[src/sv/ttb_pkg.sv]
// ----------------------------------------------------------------------------
// ttb_pkg: shared types and constants of the triangle tangent basis block
// Payload structs, the link types between the sequencer and the shared
// divide/root unit, and the saturation helpers.
// ----------------------------------------------------------------------------
package ttb_pkg;

  typedef struct packed {
    logic signed [31:0] pos_x;
    logic signed [31:0] pos_y;
    logic signed [31:0] pos_z;
    logic signed [31:0] tex_u;
    logic signed [31:0] tex_v;
    logic signed [31:0] norm_x;
    logic signed [31:0] norm_y;
    logic signed [31:0] norm_z;
  } ttb_in_t;

  typedef struct packed {
    logic signed [31:0] tan_x;
    logic signed [31:0] tan_y;
    logic signed [31:0] tan_z;
    logic signed [31:0] bitan_x;
    logic signed [31:0] bitan_y;
    logic signed [31:0] bitan_z;
    logic               degenerate;
    logic               last;
  } ttb_out_t;

  typedef struct packed {
    ttb_in_t [2:0] vtx;
  } ttb_tri_t;

  localparam int QDEPTH = 2;
  localparam int QPTR_W = 1;

  localparam logic [5:0] SQRT_STEPS = 6'd32;
  localparam logic [5:0] DIV_STEPS  = 6'd32;

  typedef enum logic {
    DS_DIV,
    DS_SQRT
  } ds_op_t;

  typedef struct packed {
    logic        start;
    ds_op_t      op;
    logic [64:0] rem0;
    logic [31:0] low;
    logic [64:0] divisor;
    logic [5:0]  steps;
  } ds_req_t;

  typedef struct packed {
    logic        done;
    logic        ovf;
    logic [31:0] result;
  } ds_rsp_t;

  typedef enum logic [3:0] {
    WB_NONE,
    WB_LD,
    WB_ADD,
    WB_SUB,
    WB_LD_SH,
    WB_ADD_SH,
    WB_U,
    WB_SUBW
  } wb_op_t;

  typedef struct packed {
    wb_op_t     op;
    logic [1:0] idx;
  } mul_tag_t;

  typedef enum logic [4:0] {
    BS_IDLE,
    BS_EDGE,
    BS_DET,
    BS_DET_W,
    BS_DET_CHK,
    BS_NUM,
    BS_NUM_W,
    BS_DIV_GO,
    BS_DIV_WAIT,
    BS_DOT,
    BS_DOT_W,
    BS_DSAT,
    BS_U,
    BS_U_W,
    BS_MAG,
    BS_SHIFT,
    BS_SQ,
    BS_SQ_W,
    BS_SQ_CHK,
    BS_SQRT,
    BS_NRM_GO,
    BS_NRM_WAIT,
    BS_CROSS,
    BS_CROSS_W,
    BS_HAND,
    BS_HAND_W,
    BS_EMIT
  } back_state_t;

  function automatic logic signed [31:0] sat32(input logic signed [65:0] x);
    logic signed [31:0] r;
    if (x > 66'sd2147483647) begin
      r = 32'sh7fffffff;
    end else if (x < -66'sd2147483648) begin
      r = 32'sh80000000;
    end else begin
      r = $signed(x[31:0]);
    end
    return r;
  endfunction

  function automatic logic signed [31:0] sat_diff(input logic signed [31:0] a,
                                                  input logic signed [31:0] b);
    logic signed [65:0] d;
    d = 66'(a) - 66'(b);
    return sat32(d);
  endfunction

endpackage

[src/sv/ttb_divsqrt.sv]
// ----------------------------------------------------------------------------
// ttb_divsqrt: shared iterative divider and square root
// Restoring division producing one quotient bit per cycle, and a
// bit-pair integer square root producing one root bit per cycle.
// ----------------------------------------------------------------------------
module ttb_divsqrt import ttb_pkg::*; (
  input  logic    clk,
  input  logic    rst_n,
  input  ds_req_t req,
  output ds_rsp_t rsp
);

  logic        busy_r;
  logic        done_r;
  ds_op_t      op_r;
  logic [5:0]  cnt_r;
  logic [64:0] rem_r;
  logic [31:0] low_r;
  logic [64:0] div_r;
  logic [31:0] quo_r;
  logic        ovf_r;
  logic [62:0] res_r;
  logic [62:0] bit_r;

  logic [65:0] trial;
  logic        dge;
  logic [63:0] rb;
  logic        sge;

  always_comb begin
    trial = {rem_r, low_r[31]};
    dge   = trial >= {1'b0, div_r};
    rb    = {1'b0, res_r} + {1'b0, bit_r};
    sge   = {2'b00, rem_r[61:0]} >= rb;
  end

  always_ff @(posedge clk) begin
    if (!rst_n) begin
      busy_r <= 1'b0;
      done_r <= 1'b0;
      cnt_r  <= '0;
    end else begin
      done_r <= busy_r && (cnt_r == 6'd1);
      if (req.start) begin
        busy_r <= 1'b1;
        cnt_r  <= (req.op == DS_SQRT) ? SQRT_STEPS : req.steps;
      end else if (busy_r) begin
        cnt_r <= cnt_r - 6'd1;
        if (cnt_r == 6'd1) begin
          busy_r <= 1'b0;
        end
      end
    end
  end

  always_ff @(posedge clk) begin
    if (req.start) begin
      op_r  <= req.op;
      rem_r <= req.rem0;
      low_r <= req.low;
      div_r <= req.divisor;
      quo_r <= '0;
      ovf_r <= req.rem0 >= req.divisor;
      res_r <= '0;
      bit_r <= 63'h1 << 62;
    end else if (busy_r) begin
      if (op_r == DS_DIV) begin
        rem_r <= dge ? 65'(trial - {1'b0, div_r}) : trial[64:0];
        quo_r <= {quo_r[30:0], dge};
        low_r <= {low_r[30:0], 1'b0};
      end else begin
        if (sge) begin
          rem_r <= 65'({2'b00, rem_r[61:0]} - rb);
          res_r <= (res_r >> 1) + bit_r;
        end else begin
          res_r <= res_r >> 1;
        end
        bit_r <= bit_r >> 2;
      end
    end
  end

  always_comb begin
    rsp.done   = done_r;
    rsp.ovf    = ovf_r;
    rsp.result = (op_r == DS_DIV) ? quo_r : res_r[31:0];
  end

endmodule

[config.mk]
export PLATFORM = sky130hd
export DESIGN_NAME = ttb_divsqrt
export DESIGN_NICKNAME = d
export VERILOG_FILES = /design/src/sv/ttb_pkg.sv /design/src/sv/ttb_divsqrt.sv
export SDC_FILE = /design/constraint.sdc
export NUM_CORES = 1
export LEC_CHECK = 0
export ABC_AREA = 1
export BUFFER_PORTS_ARGS = -buffer_cell sky130_fd_sc_hd__buf_2
export CORE_MARGIN = 4
export CORE_UTILIZATION = 43
export CTS_CLUSTER_SIZE = 16
export DETAILED_ROUTE_END_ITERATION = 6
export HOLD_SLACK_MARGIN = 0.12
export PLACE_DENSITY = 0.62
export SETUP_SLACK_MARGIN = 0.15
export SYNTH_ARGS = -nofsm -noshare
export SYNTH_HDL_FRONTEND = slang
export SYNTH_SLANG_ARGS = --single-unit
[constraint.sdc]
create_clock -name clk -period 8.2 [get_ports clk]
set_input_delay 0.41 -clock clk [delete_from_list [all_inputs] [get_ports clk]]
set_output_delay 0.41 -clock clk [all_outputs]
set_load 0.02 [all_outputs]
==> flow_summary.toml <==
[outcome]
status = "finished clean"

[route]
wl_um = 114000
vias = 32400
ant_nets = 0
wl_per_cell_um = 19.4
drcViolationCount = 0
routed_via_density = 5.49
first_iter_violations = 2704
drtPass1Iterations = 5

[floorplanning]
die_w_um = 273
start_util = 0.437
num_rows = 96
fp.coreArea_um2 = 69100
fp.dieArea_um2 = 74500
die_h_um = 273
io-pin-count = 206

[setup_path]
rrSetupSlack_ns = 2.16
crit_type = "reg -> reg"
critPathMostFrequentCell = "nand2_1"
cp_slowest_cell = "nand2_2"
slowest_delay_ns = 0.60
worstReg2RegStart = "res_r[4]"
cp_max_fo = 33
cp-startpoint = "res_r[4]"
r2r_end = "rem_r[64]"
cp-endpoint = "rem_r[64]"
critPathLaunchType = "flop"
rr_worst_depth = 30
cp_data_arrival_time_ns = 6.25
cp_data_required_time_ns = 8.41
end_kind = "flop"

[timing]
finalCritPeriodShare = 0.737
finalClockSkew_ns = 0.0435
setup_violations = 0
clock.fmax_mhz = 166
maxSlewViolCount = 0
hold_viol_final = 0
tns_ns = 0
slew_headroom = 0.240
fin_hold_ws_ns = 0.145
rsz0062_at_grt = "false"
fin_crit_ns = 6.04
worst_slew_pin_slew_ns = 1.13

[yosys]
synth_area_per_cell_um2 = 6.42
synth-seq-cells = 299
ys_warn_count = 0
ys_seq_area_frac = 0.253
ys_async_sr_fraction = 0
syn_nets = 5138
synth_edf_count = 164
ys_types = 55
synth_flop_cell = "edfxtp_1"
syn_inst = 4705
syn_area_um2 = 30200

[global_routing]
grt.overflow.total = 0
grt_max_degree = 88
grt_first_pass_wirelength_um = 173000
antenna_found_initial = 2
grt_usage = 0.295
first_global_vias = 30600

[power_and_ir_drop]
cellInternalPower_w = 0.00374
power_w = 0.00662
p_sw_frac = 0.435
seq_power_share = 0.296
p_switching_w = 0.00288
vdd_drop_max_mv = 0.152
leakagePower_nw = 15.0
power_frac_comb = 0.446
p_per_area_nw_per_um2 = 194
p_clk_frac = 0.258

[clock_network]
cts_setup_buffers = 0
cts_max_level = 2
numCtsBuffers = 40
clkLatencyLatePin_ns = 0.58
cts.path.max_buffers = 3
clock_sinks = 299
cts-root-buf = "clkbuf_16"
clk_pin_slew_worst_paths_ns = 0.06
cts_tree = "built"

[job]
maxCapViolCount = 0

[cells_and_area]
layout_common_cells = "1033 x nand2_1, 684 x inv_1, 602 x nor2_1"
area_growth_syn_to_layout_pct = 13.2
fill_cells = 7298
drive_gt1_frac = 0.0671
nNetsFinal = 5362
final_common_cell = "nand2_1"
finalNonFillerCells = 5895

[placed_design]
gp_congestion = 0.966
hpwl_um = 90100
placedCellCount = 5717
io_buffers = 205

[hold_path]
hold_class = "in -> reg"
## final cells by class
type / instances / area [um2] / area share
inverter: 697 / 2620 / 0.0768
sequential: 299 / 7630 / 0.223
timing repair buffer: 327 / 2200 / 0.0644
tap: 931 / 1160 / 0.0341
clock buffer: 47 / 1050 / 0.0307
multi-input combinational: 3564 / 19300 / 0.565
antenna: 4 / 10.0 / 0.000293
clock inverter: 26 / 206 / 0.00604
## state kept, by name, indices dropped and copies added, names as in the netlist
register,cells
quo_r,32
rem_r,65
busy_r,1
cnt_r,6
op_r,1
div_r,65
ovf_r,1
res_r,63
low_r,32
done_r,1
bit_r,32
## through the flow
stage          area, um2  worst slack [ns]   util
5_1_grt            34200              1.58  0.495
3_3_place_gp       31900              2.30  0.462
2_1_floorplan      30200              2.37      -
3_5_place_dp       31900              2.16  0.462
4_1_cts            34200              2.12  0.495
6_report           34200              2.16  0.495
## critical path: cells and delay by family (launching register included)
family	cells	cell delay [ns]
AO/OA/AOI/OAI	3	0.77
XOR/XNOR	1	0.13
adder cells (fa/ha/maj)	2	0.71
buffers and inverters	5	0.84
flip-flops	1	0.50
AND/OR/NAND/NOR	19	2.68
## worst min path at each step
stage | slack (ns) | to | startpoint | cells past startpoint
after detailed placement | 0.47 | quo_r[31] | quo_r[31] | 2
after global routing | 0.15 | rem_r[60] | req[163] | 3
after global placement | 0.45 | quo_r[31] | quo_r[31] | 2
after CTS | 0.12 | rem_r[60] | req[163] | 3
after floorplan | 0.44 | quo_r[31] | quo_r[31] | 2
final | 0.14 | rem_r[60] | req[163] | 3
## routing by layer
metal | global-route usage | vias up | part of all wire
met2 | 0.468 | 1159 | 0.44
met4 | 0.116 | 0 | 0.044
met1 | 0.413 | 14900 | 0.45
met3 | 0.0292 | 225 | 0.068
li1 | - | 16100 | -
met5 | 0 | - | 0
## kinds of logic after synthesis
kind of cell               Yosys count  share of synthesized area
AOI/OAI and AO/OA                 1042                      0.191
buffers and inverters              842                      0.109
DFF                                299                      0.253
and+or+nand+nor                   2074                      0.284
xor gates and xnor gates           187                     0.0542
adders and majority gates          261                      0.109
## cell usage after synthesis, drive strengths merged, types with 34 or more instances
cell type  number  share of area
a21oi         403          0.067
a31oi          66          0.014
buf            69          0.013
clkbuf         76         0.0094
dfxtp         135          0.090
edfxtp        164           0.16
ha            259           0.11
inv           697          0.087
nand2        1044           0.13
nand3         238          0.040
nand4          99          0.021
nor2          606          0.076
nor3           43         0.0071
o21ai         383          0.064
o21bai         34         0.0085
o22ai          35         0.0073
xnor2          75          0.022
xor2          112          0.032
## power by group through the flow
stage | sequential [W] | clock [W] | combinational, W
2_1_floorplan | 0.00187 | 0 | 0.00206
3_3_place_gp | 0.00197 | 0 | 0.00284
3_5_place_dp | 0.00198 | 0 | 0.00283
4_1_cts | 0.00195 | 0.00174 | 0.00289
5_1_grt | 0.00197 | 0.00180 | 0.00327
6_report | 0.00196 | 0.00171 | 0.00295
## what timing repair did
action | CTS | global route
hold buffers | 101 | 0
hold endpoints to repair | 101 | 0
gates resized for setup | 0 | 0
(Power assumes the default switching activity.)
