<file path="config.mk">
export PLATFORM = sky130hd
export DESIGN_NAME = ttb_front
export DESIGN_NICKNAME = d
export VERILOG_FILES = /design/src/sv/ttb_pkg.sv /design/src/sv/ttb_front.sv
export SDC_FILE = /design/constraint.sdc
export NUM_CORES = 1
export LEC_CHECK = 0
export BUFFER_PORTS_ARGS = -buffer_cell sky130_fd_sc_hd__buf_2
export CAP_MARGIN = 10
export CORE_AREA = 8 8 389 391
export DETAILED_ROUTE_END_ITERATION = 12
export DIE_AREA = 0 0 397 399
export PLACE_DENSITY = 0.37
export RECOVER_POWER = 25
export SYNTH_ARGS = -nofsm -noshare
export SYNTH_HDL_FRONTEND = slang
export SYNTH_SLANG_ARGS = --single-unit
</file>
<file path="constraint.sdc">
create_clock -name clk -period 20.7 [get_ports clk]
set_input_delay 3.105 -clock clk [delete_from_list [all_inputs] [get_ports clk]]
set_output_delay 3.105 -clock clk [all_outputs]
set_load 0.005 [all_outputs]
</file>
<file path="src/sv/ttb_pkg.sv">
// ----------------------------------------------------------------------------
// ttb_pkg: shared types and constants of the triangle tangent basis block
// Payload structs, the link types between the sequencer and the shared
// divide/root unit, and the saturation helpers.
// ----------------------------------------------------------------------------
package ttb_pkg;

  typedef struct packed {
    logic signed [31:0] pos_x;
    logic signed [31:0] pos_y;
    logic signed [31:0] pos_z;
    logic signed [31:0] tex_u;
    logic signed [31:0] tex_v;
    logic signed [31:0] norm_x;
    logic signed [31:0] norm_y;
    logic signed [31:0] norm_z;
  } ttb_in_t;

  typedef struct packed {
    logic signed [31:0] tan_x;
    logic signed [31:0] tan_y;
    logic signed [31:0] tan_z;
    logic signed [31:0] bitan_x;
    logic signed [31:0] bitan_y;
    logic signed [31:0] bitan_z;
    logic               degenerate;
    logic               last;
  } ttb_out_t;

  typedef struct packed {
    ttb_in_t [2:0] vtx;
  } ttb_tri_t;

  localparam int QDEPTH = 2;
  localparam int QPTR_W = 1;

  localparam logic [5:0] SQRT_STEPS = 6'd32;
  localparam logic [5:0] DIV_STEPS  = 6'd32;

  typedef enum logic {
    DS_DIV,
    DS_SQRT
  } ds_op_t;

  typedef struct packed {
    logic        start;
    ds_op_t      op;
    logic [64:0] rem0;
    logic [31:0] low;
    logic [64:0] divisor;
    logic [5:0]  steps;
  } ds_req_t;

  typedef struct packed {
    logic        done;
    logic        ovf;
    logic [31:0] result;
  } ds_rsp_t;

  typedef enum logic [3:0] {
    WB_NONE,
    WB_LD,
    WB_ADD,
    WB_SUB,
    WB_LD_SH,
    WB_ADD_SH,
    WB_U,
    WB_SUBW
  } wb_op_t;

  typedef struct packed {
    wb_op_t     op;
    logic [1:0] idx;
  } mul_tag_t;

  typedef enum logic [4:0] {
    BS_IDLE,
    BS_EDGE,
    BS_DET,
    BS_DET_W,
    BS_DET_CHK,
    BS_NUM,
    BS_NUM_W,
    BS_DIV_GO,
    BS_DIV_WAIT,
    BS_DOT,
    BS_DOT_W,
    BS_DSAT,
    BS_U,
    BS_U_W,
    BS_MAG,
    BS_SHIFT,
    BS_SQ,
    BS_SQ_W,
    BS_SQ_CHK,
    BS_SQRT,
    BS_NRM_GO,
    BS_NRM_WAIT,
    BS_CROSS,
    BS_CROSS_W,
    BS_HAND,
    BS_HAND_W,
    BS_EMIT
  } back_state_t;

  function automatic logic signed [31:0] sat32(input logic signed [65:0] x);
    logic signed [31:0] r;
    if (x > 66'sd2147483647) begin
      r = 32'sh7fffffff;
    end else if (x < -66'sd2147483648) begin
      r = 32'sh80000000;
    end else begin
      r = $signed(x[31:0]);
    end
    return r;
  endfunction

  function automatic logic signed [31:0] sat_diff(input logic signed [31:0] a,
                                                  input logic signed [31:0] b);
    logic signed [65:0] d;
    d = 66'(a) - 66'(b);
    return sat32(d);
  endfunction

endpackage

</file>
<file path="src/sv/ttb_front.sv">
// ----------------------------------------------------------------------------
// ttb_front: vertex collector
// Holds the first two vertices of a triangle and pushes the complete
// triangle into the queue when its third vertex arrives.
// ----------------------------------------------------------------------------
module ttb_front import ttb_pkg::*; (
  input  logic     clk,
  input  logic     rst_n,
  input  logic     in_valid,
  output logic     in_ready,
  input  ttb_in_t  in_data,
  output logic     q_push,
  output ttb_tri_t q_data,
  input  logic     q_full
);

  logic [1:0] slot_r;
  ttb_in_t    v0_r;
  ttb_in_t    v1_r;
  logic       take;

  // Only the closing vertex needs room in the queue.
  assign in_ready = (slot_r != 2'd2) || !q_full;
  assign take     = in_valid && in_ready;
  assign q_push   = take && (slot_r == 2'd2);

  always_comb begin
    q_data.vtx[0] = v0_r;
    q_data.vtx[1] = v1_r;
    q_data.vtx[2] = in_data;
  end

  always_ff @(posedge clk) begin
    if (!rst_n) begin
      slot_r <= 2'd0;
    end else if (take) begin
      slot_r <= (slot_r == 2'd2) ? 2'd0 : slot_r + 2'd1;
    end
  end

  always_ff @(posedge clk) begin
    if (take && slot_r == 2'd0) begin
      v0_r <= in_data;
    end
    if (take && slot_r == 2'd1) begin
      v1_r <= in_data;
    end
  end

endmodule

</file>
==> flow_metrics.py, run 1 <==
metrics = {
    "logic_synthesis": {
        "synth-seq-area-share_pct": 88.5,
        "synthDistinctLibCells": 14,
        "ys_warn_count": 0,
        "syn_inst": 781,
        "yosys.area_share.simple_pct": 0.287,
        "synth.avg_cell_area_um2": 22.3,
        "syn_area_um2": 17400,
        "syn_nets": 1041,
        "synthMuxAreaShare_pct": 0,
        "yosys.area_share.adder_pct": 0,
        "synth_seq_cells": 514,
        "synth-compound-area-share_pct": 0.122,
        "synth_top_family_by_area": "buffers and inverters",
        "synthXorXnorAreaFrac_pct": 0,
    },
    "sta": {
        "finalHoldViolCount": 0,
        "timing.fmax_ghz": 0.143,
        "setup_viol": 0,
        "slew_viol_final": 0,
        "skew_ps": 21.7,
        "relSlewSlack_pct": 39.8,
        "whs_ps": 633,
        "tns_ps": 0,
        "tightest_slew_ps": 903,
        "period_minus_slack_ps": 7010,
        "rsz0062_at_grt": "false",
        "period_share_pct": 33.9,
    },
    "grt": {
        "track_usage_pct": 10.2,
        "overflow": 0,
        "grt_first_pass_wirelength_um": 108000,
        "antenna_found_initial": 17,
        "grt_pass1_vias": 10646,
        "grt_max_degree": 111,
    },
    "power_and_ir_drop": {
        "p_sw_share_pct": 23.7,
        "vdd_ir_drop_max_mv": 0.0593,
        "leakagePower_nw": 9.27,
        "power_frac_seq_pct": 49.1,
        "intPower_mw": 1.91,
        "clockPowerShare_pct": 42.7,
        "total_power_mw": 2.50,
        "powerDensity_nw_per_um2": 101,
        "switchingPower_mw": 0.593,
        "pwr-share-comb_pct": 8.2,
    },
    "placed_design": {
        "place_area_um2": 23100,
        "portBuffers": 1029,
        "hpwl_um": 72400,
        "place.gp.congestion": 0.802,
    },
    "worst_setup_path": {
        "slowest_delay_ps": 430,
        "cpLargestDelayFamily": "simple AND/OR/NAND/NOR gates",
        "start_kind": "input port",
        "crit_fanout": 6,
        "cp.arrival_ps": 3900,
        "worstPathRequired_ps": 17590,
        "critPathCaptureType": "output pin",
        "cp_common_cell": "buf_2",
        "path_cells": "buf_2, nor4bb_1, buf_2",
        "crit_type": "input port to output pin",
        "critPathBufInv": 2,
        "slowest_stage": "nor4bb_1",
    },
    "clock_tree": {
        "clkSlewWorstSetupHoldPaths_ps": 60,
        "ctsResizeCount": 0,
        "postCtsHoldBufs": 0,
        "htreeDepth": 2,
        "clkLatencyLatePin_ps": 640,
        "cts_tree": "built",
        "post_cts_buffers": 0,
        "clock_path_buffers": 3,
        "cts.sinks": 514,
        "cts_made_buffers": 59,
        "ctsRootBufferMaster": "clkbuf_16",
    },
    "drt": {
        "vias_per_cell": 2.87,
        "vias": 10322,
        "ant_nets": 0,
        "drc_errors": 0,
        "wl_per_cell_um": 24.3,
        "wl_um": 87100,
        "drtIter0Drc": 751,
        "dr.pass1.iters": 7,
    },
    "layout": {
        "final_area_um2": 24800,
        "layout-drive-gt1-share_pct": 54.0,
        "layout.nets": 1884,
        "layout_common_cells": "804 x buf_2, 512 x edfxtp_1, 234 x clkbuf_1",
        "layout_commonest_cell": "buf_2",
        "n_fill_cell": 15931,
        "area_growth_pct": 42.6,
    },
    "min_path": {
        "hold_path_class": "flop to flop",
    },
    "run_status": {
        "outcome": "finished, final reports clean",
    },
    "die": {
        "initial_core_util_pct": 12.0,
        "core_um2": 145000,
        "ios": 1030,
        "die_w_um": 397,
        "die-area_um2": 158000,
        "row_count": 140,
        "die_h_um": 399,
    },
    "run": {
        "maxCapViolations": 0,
    },
}
[through the flow]
step / setup WS [ps] / util [%] / cells
floorplan: 6040 / - / 781
global placement: 13640 / 16.0 / 3480
detailed placement: 13630 / 16.0 / 3480
CTS: 13630 / 17.3 / 3589
global route: 13600 / 17.1 / 3589
finish: 13690 / 17.1 / 3593
[layer usage]
layer  part of all wire [%]  GRT usage, %  up-vias  wire, um
li1                       -             -     4391         -
met1                     40          12.3     5220     34700
met2                     48          16.6      622     41600
met3                     11          4.81       85      9290
met4                    1.7          1.94        4      1510
met5                  0.023             0        -        20
[state kept, by name, summed over array words and instances (netlist names)]
register,count
q_data,512
slot_r,2
[final timing paths]
check | startpoint | endpoint | slack [ps] | depth (start not counted)
worst min register to register | slot_r[0] | slot_r[1] | 630 | 2
worst max register to register | slot_r[1] | q_data[141] | 17110 | 4
worst min-delay path | slot_r[0] | slot_r[1] | 630 | 2
worst max-delay path | in_valid | q_push | 13690 | 3
[synthesized netlist by cell type]
master | instances | area (um^2)
nor3b_2 | 1 | 12.5
nor2_1 | 1 | 3.75
dfxtp_1 | 2 | 40.0
edfxtp_1 | 512 | 15400
inv_1 | 1 | 3.75
buf_4 | 256 | 1920
nor4bb_1 | 1 | 10.0
nand3b_1 | 1 | 7.51
nand2b_1 | 1 | 6.26
nand2_1 | 1 | 3.75
a311oi_1 | 1 | 8.76
o21a_1 | 1 | 7.51
nor2b_1 | 1 | 6.26
a21oi_1 | 1 | 5.00
[area by class of cell]
class	instances	area (um^2)	share of cell area (%)
sequential	514	15400	62.1
clock buffer	69	1540	6.18
multi-input combinational	10	85.1	0.343
clock inverter	40	427	1.72
timing repair buffer	1038	4950	19.9
inverter	1	3.75	0.0151
antenna	4	10.0	0.0403
tap	1917	2400	9.66
[cells by family after synthesis]
| family | after synthesis |
|---|---|
| flops | 514 |
| compound gates | 3 |
| buf+inv | 257 |
| simple gates | 7 |
[tightest hold or removal path, stage by stage, from the launching register on]
cell and delay (ps):
dfxtp_1 380, a21oi_1 150, a311oi_1 60
[power groups by stage]
stage,sequential [mW],combinational [mW],clock [mW]
floorplan,1.28,0.0609,0
global placement,1.25,0.223,0
detailed placement,1.25,0.222,0
CTS,1.23,0.222,1.12
global route,1.23,0.221,1.14
finish,1.23,0.204,1.07
No activity file was read; power rests on OpenSTA's default activity.
==> inputs of run 2 (changes only) <==
--- a/config.mk
+++ b/config.mk
@@ -7,10 +7,10 @@
 export LEC_CHECK = 0
 export BUFFER_PORTS_ARGS = -buffer_cell sky130_fd_sc_hd__buf_2
 export CAP_MARGIN = 10
-export CORE_AREA = 8 8 389 391
+export CORE_AREA = 8 8 391 393
 export DETAILED_ROUTE_END_ITERATION = 12
-export DIE_AREA = 0 0 397 399
-export PLACE_DENSITY = 0.37
+export DIE_AREA = 0 0 399 401
+export PLACE_DENSITY = 0.38
 export RECOVER_POWER = 25
 export SYNTH_ARGS = -nofsm -noshare
 export SYNTH_HDL_FRONTEND = slang
==> constraint.sdc (replaced) <==
create_clock -name clk -period 5.88 [get_ports clk]
set_input_delay 0.882 -clock clk [delete_from_list [all_inputs] [get_ports clk]]
set_output_delay 0.882 -clock clk [all_outputs]
set_load 0.005 [all_outputs]
==> flow_metrics.py, run 2 (synthesized netlist as in run 1, its figures left out) <==
metrics = {
    "grt": {
        "overflow": 0,
        "grt_max_degree": 113,
        "antenna_found_initial": 15,
        "track_usage_pct": 9.85,
        "grt_pass1_vias": 10784,
        "grt_first_pass_wirelength_um": 107000,
    },
    "sta": {
        "timing.fmax_ghz": 0.411,
        "slew_viol_final": 0,
        "whs_ps": 483,
        "relSlewSlack_pct": 39.1,
        "rsz0062_at_grt": "false",
        "period_share_pct": 41.4,
        "finalHoldViolCount": 0,
        "skew_ps": 17.0,
        "tightest_slew_ps": 913,
        "period_minus_slack_ps": 2430,
        "setup_viol": 0,
    },
    "die": {
        "core_um2": 147000,
        "die-area_um2": 160000,
        "die_w_um": 399,
        "initial_core_util_pct": 11.9,
        "row_count": 141,
        "ios": 1030,
        "die_h_um": 401,
    },
    "worst_setup_path": {
        "crit_fanout": 6,
        "worstPathRequired_ps": 5000,
        "start_kind": "flop",
        "cp.arrival_ps": 1550,
        "crit_type": "flop to output pin",
        "critPathCaptureType": "output pin",
        "r2r_setup_slack_ps": 3520,
    },
    "drt": {
        "vias": 10346,
        "drtIter0Drc": 668,
        "wl_per_cell_um": 23.5,
        "wl_um": 84700,
        "ant_nets": 0,
        "vias_per_cell": 2.87,
        "dr.pass1.iters": 4,
        "drc_errors": 0,
    },
    "run": {
        "maxCapViolations": 0,
    },
    "clock_tree": {
        "cts.sinks": 514,
        "clock_path_buffers": 3,
        "clkLatencyLatePin_ps": 620,
        "postCtsHoldBufs": 0,
        "cts_tree": "built",
        "htreeDepth": 2,
        "ctsRootBufferMaster": "clkbuf_16",
        "post_cts_buffers": 0,
        "cts_made_buffers": 57,
        "ctsResizeCount": 0,
        "clkSlewWorstSetupHoldPaths_ps": 60,
    },
    "layout": {
        "largest_reg_flops": 512,
        "layout_commonest_cell": "buf_2",
        "layout_common_cells": "801 x buf_2, 512 x edfxtp_1, 240 x clkbuf_1",
        "area_growth_pct": 42.5,
        "layout.nets": 1884,
        "layout-drive-gt1-share_pct": 53.7,
        "postLayoutCoreUtil_pct": 16.9,
    },
    "placed_design": {
        "hpwl_um": 70200,
        "place.gp.congestion": 0.811,
        "portBuffers": 1029,
    },
    "power_and_ir_drop": {
        "powerDensity_nw_per_um2": 349,
        "leakagePower_nw": 9.25,
        "vdd_ir_drop_max_mv": 0.205,
    },
    "run_status": {
        "outcome": "finished, final reports clean",
    },
    "min_path": {
        "hold_path_class": "input port to flop",
    },
}
==> run 2: cell types whose count changed in the layout (fill, tap and decap cells not counted), sizes merged <==
cell	previous run	this run
diode	4	1
buf	813	812
clkinv	25	24
clkbuf	294	299
inv	6	4
clkinvlp	2	1
bufinv	8	7
==> run 2: where the power goes <==
part           total [mW]  internal [mW]  switching, mW
clock                3.60           2.13           1.47
combinational       0.720          0.227          0.493
sequential           4.33           4.28         0.0519
total                8.65           6.63           2.01
==> run 2: worst paths after layout <==
check / depth (start not counted) / from / end
min: 2 / rst_n / slot_r[0]
min reg2reg: 2 / slot_r[0] / slot_r[1]
max: 2 / slot_r[1] / q_push
max reg2reg: 3 / slot_r[0] / q_data[475]
==> run 2: cell type report <==
cell class	instances	area, um^2
fill	16214	122000
multi-input combinational	10	85.1
timing repair buffer	1040	5010
clock inverter	35	352
antenna	1	2.50
sequential	514	15400
tap	1930	2410
inverter	1	3.75
clock buffer	71	1520
==> run 2: per-stage QoR <==
step                power [mW]  cells  worst slack [ps]  area, um^2  TNS (ps)
floorplan                 4.68    781             -1940       17400   -498890
global placement          5.19   3495              2920       23200         0
detailed placement        5.18   3495              2920       23200         0
CTS                       8.88   3601              3300       25100         0
global route              8.98   3601              3290       24800         0
finish                    8.65   3602              3450       24800         0
==> run 2: routing by layer <==
metal  routed length [um]  part of all wire [%]  global-route usage, %  vias up
met1                34300                    40                   12.0     5263
met4                 1360                   1.6                   1.78        6
met3                 7900                   9.3                   3.63       90
met2                41100                    49                   16.7      611
li1                     -                     -                      -     4376
met5                   37                 0.044                      0        -
==> run 2: critical path, cell delays in order, from the launching register on <==
cell and delay, ps:
dfxtp_1 510, nor4bb_1 220, buf_2 190
==> inputs of run 3 (changes only) <==
==> constraint.sdc (replaced) <==
create_clock -name clk -period 2.2 [get_ports clk]
set_input_delay 0.33 -clock clk [delete_from_list [all_inputs] [get_ports clk]]
set_output_delay 0.33 -clock clk [all_outputs]
set_load 0.005 [all_outputs]
==> flow_metrics.py, run 3 (synthesized netlist as in run 1, its figures left out) <==
metrics = {
    "worst_setup_path": {
        "reg2reg_depth": 3,
        "crit_fanout": 3,
        "slowest_delay_ps": 530,
        "worstPathRequired_ps": 1870,
        "critPathCaptureType": "output pin",
        "path_cells": "dlygate4sd3_1, clkbuf_1, buf_2",
        "start_kind": "input port",
        "critPathLaunch": "in_data[28]",
        "r2r_start": "slot_r[0]",
        "slowest_stage": "dlygate4sd3_1",
        "crit_type": "input port to output pin",
        "cp.arrival_ps": 1470,
    },
    "layout": {
        "layout-drive-gt1-share_pct": 47.8,
        "layout_common_cells": "804 x buf_2, 512 x edfxtp_1, 254 x dlygate4sd3_1",
        "fin_cells": 3892,
        "largest_reg_flops": 512,
        "layout.nets": 2171,
        "layout_commonest_cell": "buf_2",
        "area_growth_pct": 58.7,
        "postLayoutCoreUtil_pct": 18.8,
    },
    "die": {
        "initial_core_util_pct": 11.9,
        "row_count": 141,
        "core_um2": 147000,
        "die_w_um": 399,
        "ios": 1030,
        "die-area_um2": 160000,
        "die_h_um": 401,
    },
    "clock_tree": {
        "cts.sinks": 514,
        "htreeDepth": 2,
        "ctsResizeCount": 0,
        "cts_made_buffers": 59,
        "post_cts_buffers": 0,
        "ctsRootBufferMaster": "clkbuf_16",
        "clkLatencyLatePin_ps": 640,
        "cts_tree": "built",
        "clkSlewWorstSetupHoldPaths_ps": 60,
        "postCtsHoldBufs": 254,
        "clock_path_buffers": 3,
    },
    "drt": {
        "drc_errors": 0,
        "wl_um": 90500,
        "vias_per_cell": 2.95,
        "wl_per_cell_um": 23.3,
        "vias": 11471,
        "ant_nets": 0,
        "dr.pass1.iters": 5,
        "drtIter0Drc": 670,
    },
    "grt": {
        "track_usage_pct": 10.7,
        "antenna_found_initial": 16,
        "overflow": 0,
        "grt_max_degree": 57,
        "grt_first_pass_wirelength_um": 117000,
        "grt_pass1_vias": 12353,
    },
    "run": {
        "maxCapViolations": 0,
    },
    "run_status": {
        "outcome": "finished, final reports clean",
    },
    "sta": {
        "finalHoldViolCount": 0,
        "rsz0062_at_grt": "false",
        "timing.fmax_ghz": 0.555,
        "slew_viol_final": 0,
        "period_share_pct": 81.9,
        "period_minus_slack_ps": 1800,
        "tightest_slew_ps": 814,
        "tns_ps": 0,
        "relSlewSlack_pct": 45.8,
        "fin_ws_ps": 397,
        "skew_ps": 37.1,
        "setup_viol": 0,
    },
    "placed_design": {
        "portBuffers": 1029,
        "dp_slack_ps": 345,
        "hpwl_um": 74500,
        "place.gp.congestion": 0.811,
        "place_inst": 3526,
    },
    "power_and_ir_drop": {
        "powerDensity_nw_per_um2": 851,
        "total_power_mw": 23.5,
        "leakagePower_nw": 10.5,
        "vdd_ir_drop_max_mv": 0.563,
    },
    "min_path": {
        "holdPathStages": 2,
        "worstHoldStart": "in_valid",
        "hold_path_class": "input port to flop",
    },
}
==> run 3: path summary, 6_finish.rpt <==
check | endpoint | slack (ps)
worst max-delay path | q_data[540] | 400
worst min-delay path | slot_r[1] | 80
worst max register to register | q_data[186] | 590
worst min register to register | slot_r[1] | 550
==> run 3: metal layers <==
metal	track usage (%)	up-vias	routed length, um
met5	0	-	23
met4	2.22	4	1710
met3	3.48	92	7910
met2	18.0	640	43700
met1	13.2	5770	37200
li1	-	4965	-
==> run 3: cell type report <==
| cell class | instances | area (um^2) |
|---|---|---|
| flip-flops and latches | 514 | 15400 |
| diodes | 4 | 10.0 |
| clock buffers | 69 | 1510 |
| fillers | 15988 | 119000 |
| multi-input cells | 10 | 87.6 |
| well taps | 1930 | 2410 |
| clock inverters | 39 | 340 |
| repair buffers | 1325 | 7840 |
| inverters | 1 | 3.75 |
==> run 3: metrics by stage <==
step,instance area [um^2],hold slack [ps]
2_1_floorplan,17400,429
3_3_place_gp,23500,533
3_5_place_dp,23500,536
4_1_cts,27900,8.39
5_1_grt,27600,52.4
6_report,27600,75.2
==> run 3: critical path, delay by kind of cell <==
family                 cells  cell delay, ps
buffers and inverters      3            1140
==> run 3: power breakdown <==
group | total, mW | internal [mW] | switching, mW
Combinational | 2.40 | 0.970 | 1.43
Clock | 9.53 | 5.49 | 4.03
Sequential | 11.6 | 11.4 | 0.170
