==> src/sv/ttb_pkg.sv <==
// ----------------------------------------------------------------------------
// ttb_pkg: shared types and constants of the triangle tangent basis block
// Payload structs, the link types between the sequencer and the shared
// divide/root unit, and the saturation helpers.
// ----------------------------------------------------------------------------
package ttb_pkg;

  typedef struct packed {
    logic signed [31:0] pos_x;
    logic signed [31:0] pos_y;
    logic signed [31:0] pos_z;
    logic signed [31:0] tex_u;
    logic signed [31:0] tex_v;
    logic signed [31:0] norm_x;
    logic signed [31:0] norm_y;
    logic signed [31:0] norm_z;
  } ttb_in_t;

  typedef struct packed {
    logic signed [31:0] tan_x;
    logic signed [31:0] tan_y;
    logic signed [31:0] tan_z;
    logic signed [31:0] bitan_x;
    logic signed [31:0] bitan_y;
    logic signed [31:0] bitan_z;
    logic               degenerate;
    logic               last;
  } ttb_out_t;

  typedef struct packed {
    ttb_in_t [2:0] vtx;
  } ttb_tri_t;

  localparam int QDEPTH = 2;
  localparam int QPTR_W = 1;

  localparam logic [5:0] SQRT_STEPS = 6'd32;
  localparam logic [5:0] DIV_STEPS  = 6'd32;

  typedef enum logic {
    DS_DIV,
    DS_SQRT
  } ds_op_t;

  typedef struct packed {
    logic        start;
    ds_op_t      op;
    logic [64:0] rem0;
    logic [31:0] low;
    logic [64:0] divisor;
    logic [5:0]  steps;
  } ds_req_t;

  typedef struct packed {
    logic        done;
    logic        ovf;
    logic [31:0] result;
  } ds_rsp_t;

  typedef enum logic [3:0] {
    WB_NONE,
    WB_LD,
    WB_ADD,
    WB_SUB,
    WB_LD_SH,
    WB_ADD_SH,
    WB_U,
    WB_SUBW
  } wb_op_t;

  typedef struct packed {
    wb_op_t     op;
    logic [1:0] idx;
  } mul_tag_t;

  typedef enum logic [4:0] {
    BS_IDLE,
    BS_EDGE,
    BS_DET,
    BS_DET_W,
    BS_DET_CHK,
    BS_NUM,
    BS_NUM_W,
    BS_DIV_GO,
    BS_DIV_WAIT,
    BS_DOT,
    BS_DOT_W,
    BS_DSAT,
    BS_U,
    BS_U_W,
    BS_MAG,
    BS_SHIFT,
    BS_SQ,
    BS_SQ_W,
    BS_SQ_CHK,
    BS_SQRT,
    BS_NRM_GO,
    BS_NRM_WAIT,
    BS_CROSS,
    BS_CROSS_W,
    BS_HAND,
    BS_HAND_W,
    BS_EMIT
  } back_state_t;

  function automatic logic signed [31:0] sat32(input logic signed [65:0] x);
    logic signed [31:0] r;
    if (x > 66'sd2147483647) begin
      r = 32'sh7fffffff;
    end else if (x < -66'sd2147483648) begin
      r = 32'sh80000000;
    end else begin
      r = $signed(x[31:0]);
    end
    return r;
  endfunction

  function automatic logic signed [31:0] sat_diff(input logic signed [31:0] a,
                                                  input logic signed [31:0] b);
    logic signed [65:0] d;
    d = 66'(a) - 66'(b);
    return sat32(d);
  endfunction

endpackage

==> src/sv/ttb_queue.sv <==
// ----------------------------------------------------------------------------
// ttb_queue: triangle queue
// A short FIFO of complete triangles between the collector and the
// sequencer.
// ----------------------------------------------------------------------------
module ttb_queue import ttb_pkg::*; (
  input  logic     clk,
  input  logic     rst_n,
  input  logic     push,
  input  ttb_tri_t push_data,
  output logic     full,
  input  logic     pop,
  output logic     empty,
  output ttb_tri_t head
);

  ttb_tri_t          mem_r [QDEPTH];
  logic [QPTR_W-1:0] wr_ptr_r;
  logic [QPTR_W-1:0] rd_ptr_r;
  logic [QPTR_W:0]   count_r;

  assign full  = (count_r == (QPTR_W+1)'(QDEPTH));
  assign empty = (count_r == '0);
  assign head  = mem_r[rd_ptr_r];

  always_ff @(posedge clk) begin
    if (!rst_n) begin
      wr_ptr_r <= '0;
      rd_ptr_r <= '0;
      count_r  <= '0;
    end else begin
      if (push) begin
        wr_ptr_r <= (wr_ptr_r == QPTR_W'(QDEPTH-1)) ? '0 : wr_ptr_r + 1'b1;
      end
      if (pop) begin
        rd_ptr_r <= (rd_ptr_r == QPTR_W'(QDEPTH-1)) ? '0 : rd_ptr_r + 1'b1;
      end
      count_r <= count_r + (QPTR_W+1)'(push) - (QPTR_W+1)'(pop);
    end
  end

  always_ff @(posedge clk) begin
    if (push) begin
      mem_r[wr_ptr_r] <= push_data;
    end
  end

endmodule

==> config.mk <==
export PLATFORM = sky130hd
export DESIGN_NAME = ttb_queue
export DESIGN_NICKNAME = d
export VERILOG_FILES = /design/src/sv/ttb_pkg.sv /design/src/sv/ttb_queue.sv
export SDC_FILE = /design/constraint.sdc
export NUM_CORES = 1
export LEC_CHECK = 0
export BUFFER_PORTS_ARGS = -buffer_cell sky130_fd_sc_hd__buf_4
export CORE_AREA = 2 2 601 603
export CTS_BUF_LIST = sky130_fd_sc_hd__clkbuf_4 sky130_fd_sc_hd__clkbuf_8 sky130_fd_sc_hd__clkbuf_16
export DETAILED_ROUTE_END_ITERATION = 10
export DIE_AREA = 0 0 603 605
export PLACE_DENSITY = 0.4
export SETUP_SLACK_MARGIN = 0.4
export SYNTH_ARGS = -nofsm -noshare
export SYNTH_HDL_FRONTEND = slang
export SYNTH_SLANG_ARGS = --single-unit
==> constraint.sdc <==
create_clock -name clk -period 41.3 [get_ports clk]
set_input_delay 4.13 -clock clk [delete_from_list [all_inputs] [get_ports clk]]
set_output_delay 4.13 -clock clk [all_outputs]
set_load 0.01 [all_outputs]
==> impl_metrics.py, run 1 <==
metrics = {
    "worst_setup_path": {
        "cp_common_cell": "sky130_fd_sc_hd__buf_4",
        "worst-path-max-fanout": 119,
        "cpLargestDelayFamily": "buffers and inverters",
        "critical_path.startpoint_type": "register",
        "worst_path_largest_cell_delay_ns": 0.77,
        "r2r_start": "wr_ptr_r",
        "critical_path_slowest_stage_cell": "sky130_fd_sc_hd__dfxtp_4",
        "critPathRequiredTime_ns": 37.17,
        "r2r_slack_ns": 35.70,
        "crit_arrival_ns": 5.34,
        "critical_path_cell_count": 6,
        "critical_path.cell_chain": "buf_12, buf_4, buf_4, buf_4, mux2_2, buf_4",
        "timing_worst_setup_path_type": "reg -> out",
        "worst_path_buf_inv": 5,
        "timing.rr.end": "mem_r[0][710]",
        "critical_path_end_type": "output port",
        "worstRegToRegCells": 7,
    },
    "logic_synthesis": {
        "sequential_to_total_area_share_from_yosys_stat": 0.828,
        "unique_cell_type_count_in_the_yosys_netlist": 14,
        "synth-simple-area-share": 0.000964,
        "synth.yosys.warnings": 0,
        "synth_nets": 3184,
        "synthDominantAreaCellType": "sky130_fd_sc_hd__edfxtp_1",
        "yosys_register_bits": 1541,
        "syn-mean-instance-area_um2": 23.2,
        "post_synth_fa_ha_maj_area_fraction": 0.000448,
        "synth_mux_area_frac": 0.155,
        "synth.area.top_cells": "sky130_fd_sc_hd__edfxtp_1, sky130_fd_sc_hd__mux2_2, sky130_fd_sc_hd__buf_6",
        "synth-compound-area-share": 0.000134,
        "combinational_family_with_the_most_area_after_synthesis": "multiplexers",
        "mappedNetlistArea_um2": 55800,
        "synth-xor-area-share": 0.000560,
        "netlist.area_leader.share": 0.826,
        "synthCells": 2410,
    },
    "clock_network": {
        "cts.repair.resized": 0,
        "cts_max_level": 4,
        "cts_sinks": 1541,
        "worst_setup_hold_path_clk_slew_ns": 0.05,
        "clockRootBuffer": "sky130_fd_sc_hd__clkbuf_16",
        "cts.repair_timing.setup_buffer_count": 0,
        "cts.path.max_buffers": 4,
        "tritoncts_buffer_count": 192,
        "tritoncts": "yes",
        "clk-insertion-delay-late_ns": 0.90,
        "ctsHoldBuffers": 0,
    },
    "min_path": {
        "worstHoldStart": "rd_ptr_r",
        "timing.hold.worst.class": "reg -> reg",
        "min_path_cells": 2,
    },
    "global_routing": {
        "antenna_found_initial": 161,
        "grt_max_degree": 152,
        "globalRoute.busiestLayer": "met2",
        "use_met2": 0.231,
        "grtUsageTotal": 0.127,
        "vias_in_the_first_global_route": 31600,
        "met1_usage": 0.132,
        "grt_pass1_wl_um": 308000,
        "grtUsageMet3": 0.0515,
        "global_route.overflow_total": 0,
    },
    "timing": {
        "grt_setup_unrepaired": "false",
        "finalSetupViolations": 0,
        "min_period_ns": 9.47,
        "holdWs_ns": 0.585,
        "max_freq_ghz": 0.106,
        "final.setup.tns_ns": 0,
        "worstMarginPinSlew_ns": 1.09,
        "final_max_slew_viol_count": 0,
        "maxSlewHeadroom": 0.274,
        "report.final.hold_viol_count": 0,
        "timing.clock.skew_ns": 0.0842,
        "worst_slack_ns": 31.83,
        "finalCritPeriodShare": 0.229,
    },
    "die": {
        "die_ar_um2": 365000,
        "die_height_um": 605,
        "row_count": 220,
        "core-area_um2": 358000,
        "floorplan.initialDensity": 0.156,
        "io_pins": 1542,
        "fp.dieW_um": 603,
    },
    "power_and_ir_drop": {
        "ir_worst_vdd_mv": 0.0368,
        "p_leak_uw": 0.0281,
        "power_per_cell_area_nw_per_um2": 50.1,
    },
    "finish": {
        "post_route_cells_drive_above_1_share": 0.626,
        "filler_cell_count": 37600,
        "most-common-layout-cells": "sky130_fd_sc_hd__buf_4, sky130_fd_sc_hd__edfxtp_1, sky130_fd_sc_hd__mux2_2, sky130_fd_sc_hd__clkbuf_16, sky130_fd_sc_hd__clkinv_1",
        "number_of_nets_at_the_end_of_the_flow": 4873,
        "layout-area-overhead-vs-synth_pct": 41.8,
        "final_common_cell": "sky130_fd_sc_hd__buf_4",
    },
    "routing": {
        "viasPerCell": 3.40,
        "postRouteAntennaNets": 0,
        "via_count": 30800,
        "drt-pass1-iter-count": 5,
        "drcViolationCount": 0,
        "number_of_drc_markers_in_iteration_0": 1994,
        "avgRoutedWirePerCell_um": 26.8,
        "routed_wirelength_um": 243000,
    },
    "placed_design": {
        "total_of_buffers_placed_on_input_and_output_ports": 1541,
        "pre_cts_ws_ns": 31.49,
        "post-dp-hpwl_um": 190000,
        "globalplace.congestion": 0.868,
    },
    "run": {
        "max-cap-violations": 0,
    },
    "status": {
        "outcome": "finished, final reports clean",
    },
}
==> routing by layer <==
metal | routed length [um] | up-vias | part of all wire
met5 | 342 | - | 0.0014
li1 | - | 13100 | -
met3 | 22200 | 490 | 0.091
met2 | 127000 | 1392 | 0.52
met4 | 7050 | 52 | 0.029
met1 | 86200 | 15700 | 0.35
==> worst register-to-register path: cells and delay by family (launching register included) <==
family	cells	cell delay, ns
simple gates	1	0.14
flops	1	0.34
buf+inv	6	4.73
==> power breakdown <==
part           switching, uW  leakage [uW]  internal, uW  total (uW)
Clock                    692       0.00306           968        1660
Combinational            251        0.0106           221         472
Sequential              19.6        0.0145          1810        1830
Total                    962        0.0281          3000        3960
==> flip-flops by register name, summed over array words and instances, names as in the netlist, named ones only <==
name,flops
count_r,2
wr_ptr_r,1
mem_r,1536
rd_ptr_r,1
==> synthesized netlist by cell type <==
master / instances
sky130_fd_sc_hd__inv_1: 2
sky130_fd_sc_hd__ha_1: 2
sky130_fd_sc_hd__o21a_1: 1
sky130_fd_sc_hd__edfxtp_1: 1536
sky130_fd_sc_hd__mux2_2: 768
sky130_fd_sc_hd__dfxtp_1: 5
sky130_fd_sc_hd__and2_1: 4
sky130_fd_sc_hd__buf_4: 1
sky130_fd_sc_hd__nor2_1: 1
sky130_fd_sc_hd__xnor3_1: 1
sky130_fd_sc_hd__buf_6: 66
sky130_fd_sc_hd__nor2b_1: 4
sky130_fd_sc_hd__buf_2: 18
sky130_fd_sc_hd__xor2_1: 1
==> area by class of cell <==
type,count,area [um^2],area share
antenna,25,62.6,0.000790
clock buffer,226,5090,0.0643
clock inverter,121,1130,0.0143
inverter,2,7.51,0.0000948
multi-input combinational,782,8780,0.111
sequential,1541,46200,0.584
tap,4773,5970,0.0754
timing repair buffer,1580,11900,0.150
==> how the worst max path moves through the flow <==
stage	from	endpoint	slack (ns)
after global placement	push	mem_r[0][482]	31.49
after global routing	register	head[647]	31.46
after floorplan	push	wr_ptr_r	1.89
after CTS	register	head[727]	31.63
final	register	head[734]	31.83
after detailed placement	push	mem_r[0][482]	31.49
==> cells by family (layout without fill, tap and decap cells) <==
| group | after synthesis | in the layout |
|---|---|---|
| compound gates | 1 | 1 |
| mux | 768 | 768 |
| flops | 1541 | 1541 |
| other cells | 0 | 25 |
| simple gates | 9 | 9 |
| xor+xnor | 2 | 2 |
| buf+inv | 87 | 1929 |
| fa+ha+maj | 2 | 2 |
==> per-stage QoR <==
step | cells | area [um^2] | utilization | power (uW)
global route | 9038 | 79100 | 0.221 | 4120
detailed placement | 8678 | 72900 | 0.204 | 2350
global placement | 8678 | 72900 | 0.204 | 2350
CTS | 9025 | 79100 | 0.221 | 4050
floorplan | 2410 | 55800 | - | 2140
finish | 9050 | 79200 | 0.221 | 3960
(Power assumes the default switching activity.)
==> run 2: changes to the inputs <==
--- a/config.mk
+++ b/config.mk
@@ -5,12 +5,13 @@
 export SDC_FILE = /design/constraint.sdc
 export NUM_CORES = 1
 export LEC_CHECK = 0
+export ABC_AREA = 1
 export BUFFER_PORTS_ARGS = -buffer_cell sky130_fd_sc_hd__buf_4
-export CORE_AREA = 2 2 601 603
+export CORE_AREA = 2 2 599 601
 export CTS_BUF_LIST = sky130_fd_sc_hd__clkbuf_4 sky130_fd_sc_hd__clkbuf_8 sky130_fd_sc_hd__clkbuf_16
 export DETAILED_ROUTE_END_ITERATION = 10
-export DIE_AREA = 0 0 603 605
-export PLACE_DENSITY = 0.4
+export DIE_AREA = 0 0 601 603
+export PLACE_DENSITY = 0.39
 export SETUP_SLACK_MARGIN = 0.4
 export SYNTH_ARGS = -nofsm -noshare
 export SYNTH_HDL_FRONTEND = slang
==> constraint.sdc (replaced) <==
create_clock -name clk -period 9.3 [get_ports clk]
set_input_delay 0.93 -clock clk [delete_from_list [all_inputs] [get_ports clk]]
set_output_delay 0.93 -clock clk [all_outputs]
set_load 0.01 [all_outputs]
==> impl_metrics.py, run 2 <==
metrics = {
    "status": {
        "outcome": "finished, final reports clean",
    },
    "routing": {
        "via_count": 31000,
        "avgRoutedWirePerCell_um": 27.7,
        "m1WireLength_um": 87500,
        "drcViolationCount": 0,
        "met3_wirelength_um": 25800,
        "number_of_drc_markers_in_iteration_0": 1983,
        "drt-pass1-iter-count": 5,
        "routed.top_layer": "met5",
        "detailroute.wirelength.met2_um": 130000,
        "routed_wirelength_um": 250000,
        "viasPerCell": 3.44,
        "postRouteAntennaNets": 0,
    },
    "worst_setup_path": {
        "critical_path.startpoint_type": "register",
        "timing.rr.end": "mem_r[1][734]",
        "timing_worst_setup_path_type": "reg -> out",
        "critical_path_end_type": "output port",
        "worstRegToRegCells": 4,
        "critPathRequiredTime_ns": 8.37,
        "worst-path-max-fanout": 170,
        "crit_arrival_ns": 3.89,
        "r2r_slack_ns": 6.11,
        "r2r_start": "wr_ptr_r",
        "endpoint": "head[278]",
    },
    "finish": {
        "number_of_nets_at_the_end_of_the_flow": 4882,
        "largest_register": "mem_r",
        "final_common_cell": "sky130_fd_sc_hd__buf_4",
        "final_area_um2": 79000,
        "post_route_cells_drive_above_1_share": 0.623,
        "layout-area-overhead-vs-synth_pct": 42.1,
        "largest_register_ffs": 1536,
        "most-common-layout-cells": "sky130_fd_sc_hd__buf_4, sky130_fd_sc_hd__edfxtp_1, sky130_fd_sc_hd__mux2_2, sky130_fd_sc_hd__clkbuf_16, sky130_fd_sc_hd__clkbuf_4",
        "post-route-util": 0.222,
        "top_regs": "mem_r: 1536 flops, count_r: 2 flops",
    },
    "clock_network": {
        "clockRootBuffer": "sky130_fd_sc_hd__clkbuf_16",
        "tritoncts_buffer_count": 185,
        "clk-insertion-delay-late_ns": 0.85,
        "cts_sinks": 1541,
        "cts_max_level": 4,
        "cts.path.max_buffers": 4,
        "tritoncts": "yes",
        "cts.repair_timing.setup_buffer_count": 0,
        "worst_setup_hold_path_clk_slew_ns": 0.06,
        "ctsHoldBuffers": 0,
        "cts.repair.resized": 0,
    },
    "logic_synthesis": {
        "synthCells": 2422,
        "mappedNetlistArea_um2": 55600,
        "synthDominantAreaCellType": "sky130_fd_sc_hd__edfxtp_1",
        "yosys_register_bits": 1541,
        "synth-edff-count": 1536,
        "synth_nets": 3196,
        "syn-mean-instance-area_um2": 23.0,
        "synth.yosys.warnings": 0,
        "sequential_to_total_area_share_from_yosys_stat": 0.831,
        "synth.area.top_cells": "sky130_fd_sc_hd__edfxtp_1, sky130_fd_sc_hd__mux2_2, sky130_fd_sc_hd__buf_4",
        "yosys.cell_count.top_type": "sky130_fd_sc_hd__edfxtp_1",
        "netlist_top_cells_count": "sky130_fd_sc_hd__edfxtp_1, sky130_fd_sc_hd__mux2_2, sky130_fd_sc_hd__buf_4",
        "netlist.area_leader.share": 0.829,
        "unique_cell_type_count_in_the_yosys_netlist": 12,
        "postSynth.asyncResetShare": 0,
        "synth_ff_type": "sky130_fd_sc_hd__edfxtp_1",
    },
    "timing": {
        "holdWs_ns": 0.259,
        "finalSetupViolations": 0,
        "report.final.hold_viol_count": 0,
        "max_freq_ghz": 0.207,
        "min_period_ns": 4.82,
        "final_max_slew_viol_count": 0,
        "worst_slack_ns": 4.48,
        "maxSlewHeadroom": 0.0432,
        "grt_setup_unrepaired": "false",
        "timing.clock.skew_ns": 0.0417,
        "worstMarginPinSlew_ns": 1.44,
        "finalCritPeriodShare": 0.518,
    },
    "global_routing": {
        "grt_max_degree": 171,
        "antenna_found_initial": 185,
        "global_route.overflow_total": 0,
        "grtUsageTotal": 0.132,
        "grt_pass1_wl_um": 319000,
        "vias_in_the_first_global_route": 31900,
    },
    "die": {
        "die_ar_um2": 362000,
        "die_height_um": 603,
        "io_pins": 1542,
        "core-area_um2": 355000,
        "row_count": 219,
        "fp.dieW_um": 601,
        "floorplan.initialDensity": 0.156,
    },
    "power_and_ir_drop": {
        "power_per_cell_area_nw_per_um2": 217,
        "p_leak_uw": 0.0281,
        "ir_worst_vdd_mv": 0.133,
    },
    "placed_design": {
        "pre_cts_ws_ns": 5.36,
        "globalplace.congestion": 0.816,
        "total_of_buffers_placed_on_input_and_output_ports": 1541,
        "post-dp-hpwl_um": 197000,
        "post_dp_cell_area_um2": 73000,
    },
    "min_path": {
        "min_path_cells": 1,
        "timing.hold.worst.class": "in -> reg",
        "worstHoldStart": "push_data[259]",
    },
    "run": {
        "max-cap-violations": 0,
    },
}
run 2: cell types whose count changed in the layout (fill, tap and decap cells not counted), moves of 3 or more:
cell	before	now
sky130_fd_sc_hd__and2_1	3	0
sky130_fd_sc_hd__buf_12	3	15
sky130_fd_sc_hd__buf_4	1577	1569
sky130_fd_sc_hd__clkbuf_16	194	189
sky130_fd_sc_hd__clkbuf_4	32	38
sky130_fd_sc_hd__clkinv_16	4	0
sky130_fd_sc_hd__clkinv_2	35	29
sky130_fd_sc_hd__clkinv_4	8	3
sky130_fd_sc_hd__clkinvlp_4	15	6
sky130_fd_sc_hd__inv_1	2	5
sky130_fd_sc_hd__nand2_1	0	8
sky130_fd_sc_hd__nor2_1	1	8
sky130_fd_sc_hd__nor2b_1	3	0
run 2: final cells by class:
| type | instances | area [um^2] |
|---|---|---|
| clock buffer | 227 | 5010 |
| sequential | 1541 | 46200 |
| tap | 4751 | 5940 |
| timing repair buffer | 1584 | 12100 |
| multi-input combinational | 789 | 8750 |
| fill | 37300 | 276000 |
| antenna | 26 | 65.1 |
| inverter | 7 | 42.5 |
| clock inverter | 99 | 915 |
run 2: routing by layer:
layer / up-vias / global-route usage
met3: 530 / 0.0619
met1: 16000 / 0.136
li1: 13100 / -
met4: 78 / 0.0298
met5: - / 0
met2: 1292 / 0.241
run 2: kinds of logic after synthesis:
kind of cell,Yosys count,share of synthesized area
compound gates,1,0.0000899
fa+ha+maj,2,0.000450
buf+inv,92,0.0115
flops,1541,0.831
mux,768,0.156
simple gates,18,0.00124
run 2: worst min-delay path by stage:
stage,to,slack (ns)
after floorplan,register,0.46
after global placement,rd_ptr_r,0.51
after detailed placement,rd_ptr_r,0.49
after CTS,mem_r[0][259],0.14
after global routing,mem_r[0][572],0.18
final,mem_r[1][259],0.26
run 2: worst max-delay path, cell delays in order (launching register included):
cell and delay, ns:
sky130_fd_sc_hd__dfxtp_4 0.70, sky130_fd_sc_hd__buf_12 0.33, sky130_fd_sc_hd__buf_12 0.57, sky130_fd_sc_hd__mux2_2 0.52, sky130_fd_sc_hd__buf_4 0.17
run 2: metrics by stage:
step / instances / total power, uW / setup TNS, ns
after detailed placement: 8672 / 10200 / 0
after global placement: 8672 / 10200 / 0
after global routing: 9003 / 17800 / 0
after CTS: 8998 / 17500 / 0
after floorplan: 2422 / 9160 / -5419.67
final: 9024 / 17200 / 0
run 2: where the power goes:
group / switching [uW] / total, uW / internal [uW]
logic: 1010 / 1890 / 886
registers: 78.7 / 8140 / 8060
clock network: 2900 / 7140 / 4240
total: 3990 / 17200 / 13200
